==> src/design/fbeq_pkg.sv <==
// Shared types and constants for the four-band equalizer.
// No dependencies; imported by every module of the block.
package fbeq_pkg;

  // Sample and filter widths
  localparam int unsigned SAMPLE_W   = 16;  // Q1.15 audio
  localparam int unsigned COEF_W     = 16;  // Q0.16 poles, Q4.12 gains
  localparam int unsigned STATE_W    = 24;  // Q2.22 filter state
  localparam int unsigned X_SHIFT    = 7;   // Q1.15 -> Q2.22
  localparam int unsigned OPA_W      = STATE_W + 1;       // differences and presence band
  localparam int unsigned OPB_W      = COEF_W + 1;        // unsigned coefficient, signed form
  localparam int unsigned PROD_W     = OPA_W + OPB_W;
  localparam int unsigned ACC_W      = PROD_W + 2;        // four products
  localparam int unsigned POLE_FRAC  = 16;
  localparam int unsigned SUM_SHIFT  = 19;

  localparam int unsigned CHANNELS_DEF = 2;

  // Configuration port
  localparam int unsigned CFG_IDX_W  = 3;
  localparam int unsigned CFG_DATA_W = 16;

  localparam logic [CFG_IDX_W-1:0] REG_BYPASS        = 3'd0;
  localparam logic [CFG_IDX_W-1:0] REG_POLE_MID      = 3'd1;
  localparam logic [CFG_IDX_W-1:0] REG_POLE_BASS     = 3'd2;
  localparam logic [CFG_IDX_W-1:0] REG_POLE_TREBLE   = 3'd3;
  localparam logic [CFG_IDX_W-1:0] REG_GAIN_BASS     = 3'd4;
  localparam logic [CFG_IDX_W-1:0] REG_GAIN_LOW_MID  = 3'd5;
  localparam logic [CFG_IDX_W-1:0] REG_GAIN_HIGH_MID = 3'd6;
  localparam logic [CFG_IDX_W-1:0] REG_GAIN_PRESENCE = 3'd7;

  localparam logic [COEF_W-1:0] POLE_RESET = 16'd0;
  localparam logic [COEF_W-1:0] GAIN_UNITY = 16'd4096;

  typedef struct packed {
    logic signed [SAMPLE_W-1:0] sample_in;
    logic                       channel;
  } in_word_t;

  typedef struct packed {
    logic signed [SAMPLE_W-1:0] sample_out;
    logic                       clipped;
  } out_word_t;

  typedef struct packed {
    logic [COEF_W-1:0] pole_mid;
    logic [COEF_W-1:0] pole_bass;
    logic [COEF_W-1:0] pole_treble;
    logic [COEF_W-1:0] gain_bass;
    logic [COEF_W-1:0] gain_low_mid;
    logic [COEF_W-1:0] gain_high_mid;
    logic [COEF_W-1:0] gain_presence;
  } cfg_t;

  // Operand pair for the shared multiplier
  typedef enum logic [2:0] {
    MUL_NONE,
    MUL_MID,
    MUL_BASS,
    MUL_TREB,
    MUL_G_BASS,
    MUL_G_LM,
    MUL_G_HM,
    MUL_G_PR
  } mul_sel_e;

  // Which filter takes its new output from the product register
  typedef enum logic [1:0] {
    UPD_NONE,
    UPD_MID,
    UPD_BASS,
    UPD_TREB
  } upd_sel_e;

  typedef enum logic [1:0] {
    ACC_HOLD,
    ACC_LOAD,
    ACC_ADD
  } acc_op_e;

  typedef struct packed {
    logic     load;
    mul_sel_e mul_sel;
    upd_sel_e upd_sel;
    acc_op_e  acc_op;
    logic     out_load;
    logic     out_bypass;
  } cmd_t;

endpackage

==> src/design/fbeq_ctrl.sv <==
// Sequencer of the four-band equalizer: handshakes and datapath commands.
// Depends on fbeq_pkg.
module fbeq_ctrl (
  input  logic          clk_i,
  input  logic          rst_ni,
  input  logic          in_valid_i,
  output logic          in_ready_o,
  output logic          out_valid_o,
  input  logic          out_ready_i,
  input  logic          bypass_i,
  output fbeq_pkg::cmd_t cmd_o
);
  import fbeq_pkg::*;

  localparam logic [3:0] ST_IDLE     = 4'd0;
  localparam logic [3:0] ST_MID_MUL  = 4'd1;
  localparam logic [3:0] ST_MID_UPD  = 4'd2;
  localparam logic [3:0] ST_BASS_MUL = 4'd3;
  localparam logic [3:0] ST_BASS_UPD = 4'd4;
  localparam logic [3:0] ST_TREB_MUL = 4'd5;
  localparam logic [3:0] ST_TREB_UPD = 4'd6;
  localparam logic [3:0] ST_G_LM     = 4'd7;
  localparam logic [3:0] ST_G_HM     = 4'd8;
  localparam logic [3:0] ST_G_PR     = 4'd9;
  localparam logic [3:0] ST_ACC_LAST = 4'd10;
  localparam logic [3:0] ST_DONE     = 4'd11;

  logic [3:0] state_q, state_d;
  logic       byp_q, byp_d;
  logic       out_valid_q, out_valid_d;

  always_comb begin
    state_d          = state_q;
    byp_d            = byp_q;
    cmd_o            = '0;
    cmd_o.mul_sel    = MUL_NONE;
    cmd_o.upd_sel    = UPD_NONE;
    cmd_o.acc_op     = ACC_HOLD;
    cmd_o.out_bypass = byp_q;
    in_ready_o       = 1'b0;
    unique case (state_q)
      ST_IDLE: begin
        in_ready_o = 1'b1;
        if (in_valid_i) begin
          cmd_o.load = 1'b1;
          byp_d      = bypass_i;
          state_d    = bypass_i ? ST_DONE : ST_MID_MUL;
        end
      end
      ST_MID_MUL: begin
        cmd_o.mul_sel = MUL_MID;
        state_d       = ST_MID_UPD;
      end
      ST_MID_UPD: begin
        cmd_o.upd_sel = UPD_MID;
        state_d       = ST_BASS_MUL;
      end
      ST_BASS_MUL: begin
        cmd_o.mul_sel = MUL_BASS;
        state_d       = ST_BASS_UPD;
      end
      ST_BASS_UPD: begin
        cmd_o.upd_sel = UPD_BASS;
        state_d       = ST_TREB_MUL;
      end
      ST_TREB_MUL: begin
        cmd_o.mul_sel = MUL_TREB;
        state_d       = ST_TREB_UPD;
      end
      ST_TREB_UPD: begin
        cmd_o.upd_sel = UPD_TREB;
        cmd_o.mul_sel = MUL_G_BASS;
        state_d       = ST_G_LM;
      end
      ST_G_LM: begin
        cmd_o.mul_sel = MUL_G_LM;
        cmd_o.acc_op  = ACC_LOAD;
        state_d       = ST_G_HM;
      end
      ST_G_HM: begin
        cmd_o.mul_sel = MUL_G_HM;
        cmd_o.acc_op  = ACC_ADD;
        state_d       = ST_G_PR;
      end
      ST_G_PR: begin
        cmd_o.mul_sel = MUL_G_PR;
        cmd_o.acc_op  = ACC_ADD;
        state_d       = ST_ACC_LAST;
      end
      ST_ACC_LAST: begin
        cmd_o.acc_op = ACC_ADD;
        state_d      = ST_DONE;
      end
      ST_DONE: begin
        // wait for the output register to drain
        if (!out_valid_q || out_ready_i) begin
          cmd_o.out_load = 1'b1;
          state_d        = ST_IDLE;
        end
      end
      default: state_d = ST_IDLE;
    endcase
  end

  always_comb begin
    out_valid_d = out_valid_q;
    if (cmd_o.out_load) begin
      out_valid_d = 1'b1;
    end else if (out_ready_i) begin
      out_valid_d = 1'b0;
    end
  end

  assign out_valid_o = out_valid_q;

  always_ff @(posedge clk_i or negedge rst_ni) begin
    if (!rst_ni) begin
      state_q     <= ST_IDLE;
      byp_q       <= 1'b0;
      out_valid_q <= 1'b0;
    end else begin
      state_q     <= state_d;
      byp_q       <= byp_d;
      out_valid_q <= out_valid_d;
    end
  end

endmodule

==> src/design/fbeq_dpath.sv <==
// Datapath of the four-band equalizer: filter state, shared multiplier,
// accumulator and output register. Depends on fbeq_pkg.
module fbeq_dpath #(
  parameter int unsigned CHANNELS = fbeq_pkg::CHANNELS_DEF
) (
  input  logic                clk_i,
  input  logic                rst_ni,
  input  fbeq_pkg::cmd_t      cmd_i,
  input  fbeq_pkg::cfg_t      cfg_i,
  input  fbeq_pkg::in_word_t  in_word_i,
  output fbeq_pkg::out_word_t out_word_o
);
  import fbeq_pkg::*;

  localparam int unsigned CH_W = (CHANNELS > 1) ? $clog2(CHANNELS) : 1;

  logic signed [SAMPLE_W-1:0] sample_q;
  logic [CH_W-1:0]            ch_q;
  logic signed [STATE_W-1:0]  x;

  logic signed [STATE_W-1:0]  mid_st_q  [CHANNELS];
  logic signed [STATE_W-1:0]  bass_st_q [CHANNELS];
  logic signed [STATE_W-1:0]  treb_st_q [CHANNELS];

  logic signed [STATE_W-1:0]  low_q, bass_q, treb_q, hi_q, lowmid_q;
  logic signed [OPA_W-1:0]    pres_q;

  logic signed [OPA_W-1:0]    opa;
  logic signed [OPB_W-1:0]    opb;
  logic signed [PROD_W-1:0]   prod_q;
  logic signed [ACC_W-1:0]    acc_q;

  logic signed [PROD_W-1:0]   prod_rnd;
  logic signed [STATE_W-1:0]  filt_src, filt_new;

  logic signed [ACC_W-1:0]    sum_rnd;
  logic signed [SAMPLE_W-1:0] sat_val;
  logic                       sat_clip;

  out_word_t                  out_q;

  // Q1.15 -> Q2.22, sign carried into the top bit
  assign x = {sample_q[SAMPLE_W-1], sample_q, {X_SHIFT{1'b0}}};

  // Multiplier operands
  always_comb begin
    opa = '0;
    opb = '0;
    unique case (cmd_i.mul_sel)
      MUL_NONE: begin
        opa = '0;
        opb = '0;
      end
      MUL_MID: begin
        opa = OPA_W'(mid_st_q[ch_q]) - OPA_W'(x);
        opb = {1'b0, cfg_i.pole_mid};
      end
      MUL_BASS: begin
        opa = OPA_W'(bass_st_q[ch_q]) - OPA_W'(low_q);
        opb = {1'b0, cfg_i.pole_bass};
      end
      MUL_TREB: begin
        opa = OPA_W'(treb_st_q[ch_q]) - OPA_W'(hi_q);
        opb = {1'b0, cfg_i.pole_treble};
      end
      MUL_G_BASS: begin
        opa = OPA_W'(bass_q);
        opb = {1'b0, cfg_i.gain_bass};
      end
      MUL_G_LM: begin
        opa = OPA_W'(lowmid_q);
        opb = {1'b0, cfg_i.gain_low_mid};
      end
      MUL_G_HM: begin
        opa = OPA_W'(treb_q);
        opb = {1'b0, cfg_i.gain_high_mid};
      end
      MUL_G_PR: begin
        opa = pres_q;
        opb = {1'b0, cfg_i.gain_presence};
      end
      default: begin
        opa = '0;
        opb = '0;
      end
    endcase
  end

  // Filter update: src + round(prod / 2^16), ties toward +inf
  assign prod_rnd = (prod_q + PROD_W'(1 << (POLE_FRAC - 1))) >>> POLE_FRAC;

  always_comb begin
    unique case (cmd_i.upd_sel)
      UPD_MID:  filt_src = x;
      UPD_BASS: filt_src = low_q;
      UPD_TREB: filt_src = hi_q;
      default:  filt_src = x;
    endcase
    filt_new = filt_src + prod_rnd[STATE_W-1:0];
  end

  // Band sum rounding and saturation
  always_comb begin
    sum_rnd  = (acc_q + ACC_W'(1 << (SUM_SHIFT - 1))) >>> SUM_SHIFT;
    sat_clip = 1'b0;
    sat_val  = sum_rnd[SAMPLE_W-1:0];
    if (sum_rnd > ACC_W'(32767)) begin
      sat_val  = 16'sh7fff;
      sat_clip = 1'b1;
    end else if (sum_rnd < -ACC_W'(32768)) begin
      sat_val  = 16'sh8000;
      sat_clip = 1'b1;
    end
  end

  // Per-channel filter state
  always_ff @(posedge clk_i or negedge rst_ni) begin
    if (!rst_ni) begin
      for (int i = 0; i < CHANNELS; i++) begin
        mid_st_q[i]  <= '0;
        bass_st_q[i] <= '0;
        treb_st_q[i] <= '0;
      end
    end else begin
      unique case (cmd_i.upd_sel)
        UPD_MID:  mid_st_q[ch_q]  <= filt_new;
        UPD_BASS: bass_st_q[ch_q] <= filt_new;
        UPD_TREB: treb_st_q[ch_q] <= filt_new;
        default: ;
      endcase
    end
  end

  // Working registers
  always_ff @(posedge clk_i) begin
    if (cmd_i.load) begin
      sample_q <= in_word_i.sample_in;
      ch_q     <= (CHANNELS > 1) ? CH_W'(in_word_i.channel) : '0;
    end
    unique case (cmd_i.upd_sel)
      UPD_MID:  low_q  <= filt_new;
      UPD_BASS: bass_q <= filt_new;
      UPD_TREB: treb_q <= filt_new;
      default: ;
    endcase
    // derived bands settle in the cycle after their sources
    hi_q     <= x - low_q;
    lowmid_q <= low_q - bass_q;
    pres_q   <= OPA_W'(hi_q) - OPA_W'(treb_q);
    prod_q   <= opa * opb;
    unique case (cmd_i.acc_op)
      ACC_LOAD: acc_q <= ACC_W'(prod_q);
      ACC_ADD:  acc_q <= acc_q + ACC_W'(prod_q);
      default: ;
    endcase
    if (cmd_i.out_load) begin
      if (cmd_i.out_bypass) begin
        out_q.sample_out <= sample_q;
        out_q.clipped    <= 1'b0;
      end else begin
        out_q.sample_out <= sat_val;
        out_q.clipped    <= sat_clip;
      end
    end
  end

  assign out_word_o = out_q;

endmodule

==> src/design/four_band_equalizer.sv <==
// Four-band one-pole crossover equalizer, top level.
// Depends on fbeq_pkg, fbeq_ctrl and fbeq_dpath.
//
// Takes one Q1.15 sample word with a channel number and returns one
// equalized Q1.15 word with a clip flag. Three one-pole lowpass filters
// (mid, then bass on the low part, then treble on the high remainder) split
// the sample into bass, low-mid, high-mid and presence bands; each band is
// scaled by its Q4.12 gain, the four are summed, rounded and saturated.
// Filter state is kept per channel (channel modulo CHANNELS) and cleared by
// reset. The next word is taken only once the previous one is in the
// output register, so one word is worked on at a time; in bypass a word
// skips the filters and passes unchanged with the clip flag clear. The
// pace is set by the single shared 25x17 multiplier, serving the three
// dependent filter steps and four band gains in turn, products registered.
// The output register holds a finished word while the next one is taken
// in and worked on; a word waits only if the previous result is still
// unread when it completes. Configuration is a plain write port: poles are
// Q0.16, gains Q4.12 (4096 = unity, the reset value), poles reset to 0.
// Write configuration only while the block is idle.
module four_band_equalizer #(
  parameter int unsigned CHANNELS = fbeq_pkg::CHANNELS_DEF
) (
  input  logic                                  clk_i,
  input  logic                                  rst_ni,
  input  logic                                  in_valid_i,
  output logic                                  in_ready_o,
  input  fbeq_pkg::in_word_t                    in_word_i,
  output logic                                  out_valid_o,
  input  logic                                  out_ready_i,
  output fbeq_pkg::out_word_t                   out_word_o,
  input  logic                                  cfg_we_i,
  input  logic [fbeq_pkg::CFG_IDX_W-1:0]        cfg_idx_i,
  input  logic [fbeq_pkg::CFG_DATA_W-1:0]       cfg_data_i
);
  import fbeq_pkg::*;

  // Configuration registers
  logic bypass_q;
  cfg_t cfg_q;
  cmd_t cmd;

  always_ff @(posedge clk_i or negedge rst_ni) begin
    if (!rst_ni) begin
      bypass_q            <= 1'b0;
      cfg_q.pole_mid      <= POLE_RESET;
      cfg_q.pole_bass     <= POLE_RESET;
      cfg_q.pole_treble   <= POLE_RESET;
      cfg_q.gain_bass     <= GAIN_UNITY;
      cfg_q.gain_low_mid  <= GAIN_UNITY;
      cfg_q.gain_high_mid <= GAIN_UNITY;
      cfg_q.gain_presence <= GAIN_UNITY;
    end else if (cfg_we_i) begin
      unique case (cfg_idx_i)
        REG_BYPASS:        bypass_q            <= cfg_data_i[0];
        REG_POLE_MID:      cfg_q.pole_mid      <= cfg_data_i;
        REG_POLE_BASS:     cfg_q.pole_bass     <= cfg_data_i;
        REG_POLE_TREBLE:   cfg_q.pole_treble   <= cfg_data_i;
        REG_GAIN_BASS:     cfg_q.gain_bass     <= cfg_data_i;
        REG_GAIN_LOW_MID:  cfg_q.gain_low_mid  <= cfg_data_i;
        REG_GAIN_HIGH_MID: cfg_q.gain_high_mid <= cfg_data_i;
        REG_GAIN_PRESENCE: cfg_q.gain_presence <= cfg_data_i;
        default: ;
      endcase
    end
  end

  // Sequencer: owns both handshakes and steps the datapath
  fbeq_ctrl u_ctrl (
    .clk_i       (clk_i),
    .rst_ni      (rst_ni),
    .in_valid_i  (in_valid_i),
    .in_ready_o  (in_ready_o),
    .out_valid_o (out_valid_o),
    .out_ready_i (out_ready_i),
    .bypass_i    (bypass_q),
    .cmd_o       (cmd)
  );

  // Filters, shared multiplier, band accumulator, output register
  fbeq_dpath #(
    .CHANNELS (CHANNELS)
  ) u_dpath (
    .clk_i      (clk_i),
    .rst_ni     (rst_ni),
    .cmd_i      (cmd),
    .cfg_i      (cfg_q),
    .in_word_i  (in_word_i),
    .out_word_o (out_word_o)
  );

endmodule
==> config.mk <==
export PLATFORM = sky130hd
export DESIGN_NAME = four_band_equalizer
export DESIGN_NICKNAME = d
export VERILOG_FILES = /design/src/design/fbeq_pkg.sv /design/src/design/fbeq_ctrl.sv /design/src/design/fbeq_dpath.sv /design/src/design/four_band_equalizer.sv
export SDC_FILE = /design/constraint.sdc
export NUM_CORES = 2
export LEC_CHECK = 0
export BUFFER_PORTS_ARGS = -buffer_cell sky130_fd_sc_hd__buf_2
export CAP_MARGIN = 20
export CORE_MARGIN = 4
export CORE_UTILIZATION = 35
export DETAILED_ROUTE_END_ITERATION = 8
export PLACE_DENSITY = 0.47
export SLEW_MARGIN = 10
export SYNTH_ARGS = -nofsm -noshare
export SYNTH_HDL_FRONTEND = slang
export SYNTH_HIERARCHICAL = 1
export SYNTH_SLANG_ARGS = --single-unit
==> constraint.sdc <==
create_clock -name clk_i -period 12.45 [get_ports clk_i]
set_input_delay 2.49 -clock clk_i [delete_from_list [all_inputs] [get_ports clk_i]]
set_output_delay 2.49 -clock clk_i [all_outputs]
set_load 0.005 [all_outputs]
==> key figures <==
STA
  • RSZ-0062 raised after global routing: false
  • Worst Skew: 0.0295 ns
  • Slew Limit Fails: 0
  • Final setup viols: 0
  • Crit share post-route: 0.886
  • Slew HR: 0.145
  • Worst slew pin tran: 1.28 ns
  • Fin crit period: 11.03 ns
  • Max Fclk: 90.7 MHz
  • Total negative setup slack: 0 ns
  • Final-report hold violation count: 0

Routing
  • DR WL/cell: 22.8 microns
  • DRC Markers: 0
  • Via Count: 34.9k
  • Drt first-iter violations: ~2.4k
  • Number of routed nets with antenna violations: 0
  • DRT Wirelength: 152000 microns
  • Vias per cell: 5.23
  • 1st-pass router iterations: 6

Critical path
  • Delay-heaviest family, CP: adder cells
  • Reg2reg end: u_dpath/prod_q[39]
  • Slowest CP cell: a211oi_2
  • CP max FO: 28
  • R2R setup slack: 1.42 ns
  • CP dominant cell by count: fa_1
  • Worst path depth: 33
  • Reg2Reg Launch Point: u_dpath/ch_q
  • Critical Path AT: 11.55 ns
  • CP Launch Type: flip-flop
  • Worst setup path end: u_dpath/prod_q[39]
  • CP max stage delay: about 0.94 ns
  • Path depth of the worst reg2reg path: 33
  • Critical path type: flip-flop to flip-flop
  • Buf+Inv Stages, Crit Path: 6
  • CP startpoint: u_dpath/ch_q
  • CP endpoint kind: flip-flop
  • Critical Path RT: 12.97 ns

Floorplanning
  • Width of the die: 372 microns
  • Core Box Area: 131000 sq um
  • Die H: 372 microns
  • Row count: 133
  • I/O pin count: 60
  • Starting Density: 0.352
  • Die ar.: 138000 sq um

Global routing
  • Largest net degree at the start of global routing: 142
  • First-pass GRT wire length: 230000 microns
  • Vias in the first global route: between 30k and 40k
  • GRT Overall Usage: 0.222
  • Antenna violations before repair: 6
  • Gr ovfl total: 0

Hold path
  • Hold WC Path Type: flip-flop to flip-flop
  • Hold Path Stages: 0
  • Hold Startpoint: u_dpath/low_q[0]

Clocking
  • TritonCTS Buffers: 68
  • Worst-path clk slew: 0.06 ns
  • Htree depth: 3
  • Post-CTS Resized: 0
  • CTS Sinks: 528
  • Setup Fix Bufs, Post-CTS: 0
  • Maximum clock path buffer count: 3
  • CTS tree: done
  • Clk_lat worst skew: 0.66 ns
  • Root Driver: clkbuf_16
  • Post-CTS Hold Buffers: 0

Layout
  • Finished Core Util: 0.388
  • Net count, final: 5596
  • Finished Layout Cells: 6668
  • Multi-input logic area: 29600 sq um
  • Fill cells: 13.2k
  • Storage element area: 13400 sq um
  • Area growth syn-to-layout: 10.1%
  • Post-route cell area: 50900 sq um
  • Share of cells above drive strength 1: 0.117

Logic synthesis
  • Synth area leaders: fa_1, dfrtp_1, edfxtp_1, ha_1, inv_1
  • Area leader, netlist: fa_1
  • Post-Syn Area: 46300 sq um
  • Sequential share of the synthesized area: 0.289
  • Yosys warns: 6
  • Gate Count Post-Synth: around 4.8k
  • Synth unique cells: 110
  • Number of synthesized flops with an enable pin: 150
  • Post-Synthesis Mean Instance Area: 9.58 sq um
  • Yosys reg bits: 528
  • Synth top area share: 0.172
  • Top FF cell, synth: dfrtp_1
  • Synth async-reset ratio: 0.498
  • Mapped Nets: 5573

Placed design
  • Placed cell count: between 6k and 7k
  • GPL Wtd Cong: 0.898
  • Dpl hpwl: 118000 microns
  • Input/output buffers: 59
  • DP Area: 48600 sq um

Run
  • Max-cap violations: 0

Status
  • Status: finished clean
==> cells by family (layout without fill, tap and decap cells) <==
| logic type | Yosys count | count (layout) | share of synthesized area |
|---|---|---|---|
| DFF | 528 | 528 | 0.289 |
| muxes | 308 | 308 | 0.0800 |
| other | 0 | 1 | 0 |
| and+or+nand+nor | 1273 | 1273 | 0.132 |
| xor gates and xnor gates | 232 | 232 | 0.0441 |
| AOI/OAI and AO/OA | 931 | 931 | 0.126 |
| adders and majority gates | 699 | 699 | 0.254 |
| buffers and inverters | 862 | 941 | 0.0749 |
==> cells in the final DEF (no fill, tap or decap), types with 13 or more instances in the layout <==
cell type | netlist | final
dfxtp_1 | 115 | 115
o21a_1 | 35 | 35
nand2b_1 | 56 | 53
and3_1 | 34 | 34
nand3_1 | 61 | 61
mux2_2 | 196 | 196
nor2_1 | 251 | 248
and2_1 | 97 | 97
edfxtp_1 | 150 | 150
buf_4 | 6 | 74
buf_2 | 18 | 58
a31oi_1 | 32 | 31
ha_1 | 301 | 300
a211oi_1 | 18 | 16
clkbuf_16 | 0 | 69
clkbuf_1 | 133 | 17
inv_1 | 677 | 676
o31ai_1 | 15 | 13
o21ai_0 | 281 | 275
or3_1 | 15 | 15
fa_1 | 398 | 398
mux2i_1 | 64 | 63
nand2_1 | 531 | 528
o21ai_1 | 12 | 17
a21oi_1 | 261 | 258
o211ai_1 | 19 | 19
nor3_1 | 60 | 58
mux4_2 | 18 | 18
xor2_1 | 66 | 66
nor2b_1 | 65 | 61
nand4_1 | 26 | 26
a21o_1 | 96 | 96
dfrtp_1 | 259 | 259
xnor2_1 | 165 | 165
a221oi_1 | 21 | 20
mux2_4 | 30 | 30
o21bai_1 | 30 | 30
==> final cells by class <==
| class | count | area share |
|---|---|---|
| antenna | 1 | 0.0000491 |
| clock buffer | 90 | 0.0362 |
| clock inverter | 36 | 0.00872 |
| inverter | 678 | 0.0500 |
| multi-input combinational | 3443 | 0.581 |
| sequential | 528 | 0.263 |
| tap | 1755 | 0.0431 |
| timing repair buffer | 137 | 0.0183 |
==> worst min path at each step <==
stage / end / slack [ns]
after floorplan: u_dpath/hi_q[0] / 0.42
after detailed placement: u_dpath/hi_q[0] / 0.45
after CTS: u_dpath/hi_q[0] / 0.47
after global routing: u_dpath/hi_q[0] / 0.49
final: u_dpath/hi_q[0] / 0.47
after global placement: u_dpath/treb_st_q[23] / 0.46
==> synth_stat cells (11+ instances only) <==
library cell  instances
a221oi_1             21
or3_1                15
a21o_1               96
xnor2_1             165
o21bai_1             30
nand4_1              26
edfxtp_1            150
nor2b_1              65
mux4_2               18
and2_1               97
and3_1               34
nand3_1              61
dfrtp_1             259
fa_1                398
mux2_2              196
inv_1               677
buf_6                11
nor2_1              251
xor2_1               66
clkbuf_1            133
buf_2                18
o21ai_1              12
o211ai_1             19
o21ai_0             281
nor3b_1              13
a31oi_1              32
mux2_4               30
a211oi_1             18
o31ai_1              15
a21oi_1             261
nor3_1               60
o21a_1               35
dfxtp_1             115
mux2i_1              64
nand2b_1             56
ha_1                301
nand2_1             531
==> per-stage QoR <==
| step | setup slack [ns] | hold WS (ns) |
|---|---|---|
| 6_report | 1.42 | 0.474 |
| 3_5_place_dp | 1.29 | 0.449 |
| 4_1_cts | 1.29 | 0.469 |
| 5_1_grt | 0.924 | 0.491 |
| 2_1_floorplan | 2.74 | 0.418 |
| 3_3_place_gp | 1.52 | 0.458 |
==> worst reg2reg max path: cells and delay by family, from the launching register on <==
| family | cells | cell delay (ns) |
|---|---|---|
| muxes | 2 | 0.70 |
| adders and majority gates | 8 | 3.76 |
| and+or+nand+nor | 6 | 0.87 |
| DFF | 1 | 0.91 |
| AOI/OAI and AO/OA | 11 | 3.50 |
| buffers and inverters | 6 | 1.14 |
==> sequential cells by signal, indices dropped and copies added, names as in the netlist <==
| signal | count |
|---|---|
| u_ctrl/state_q | 4 |
| u_dpath/hi_q | 24 |
| u_dpath/lowmid_q | 24 |
| u_dpath/treb_st_q | 48 |
| u_dpath/prod_q | 42 |
| u_dpath/low_q | 24 |
| u_ctrl/out_valid_o | 1 |
| u_dpath/ch_q | 1 |
| u_dpath/bass_st_q | 48 |
| u_dpath/mid_st_q | 48 |
| u_dpath/sample_q | 16 |
| u_ctrl/byp_q | 1 |
| cfg_q | 112 |
| u_dpath/treb_q | 24 |
| u_dpath/acc_q | 44 |
| u_dpath/pres_q | 25 |
| bypass_q | 1 |
| u_dpath/out_word_o | 17 |
| u_dpath/bass_q | 24 |
==> routing by layer <==
| metal | vias to the layer above | routed length (microns) | global-route usage | part of all wire |
|---|---|---|---|---|
| li1 | 16226 | - | - | - |
| met1 | 17730 | 69400 | 0.304 | 0.46 |
| met2 | 759 | 73200 | 0.375 | 0.48 |
| met3 | 151 | 6040 | 0.0269 | 0.040 |
| met4 | 4 | 3370 | 0.0482 | 0.022 |
| met5 | - | 27 | 0 | 0.00018 |
Power is not shown: default switching activity piles up to over one toggle a cycle in this logic, so the estimate is an artifact.
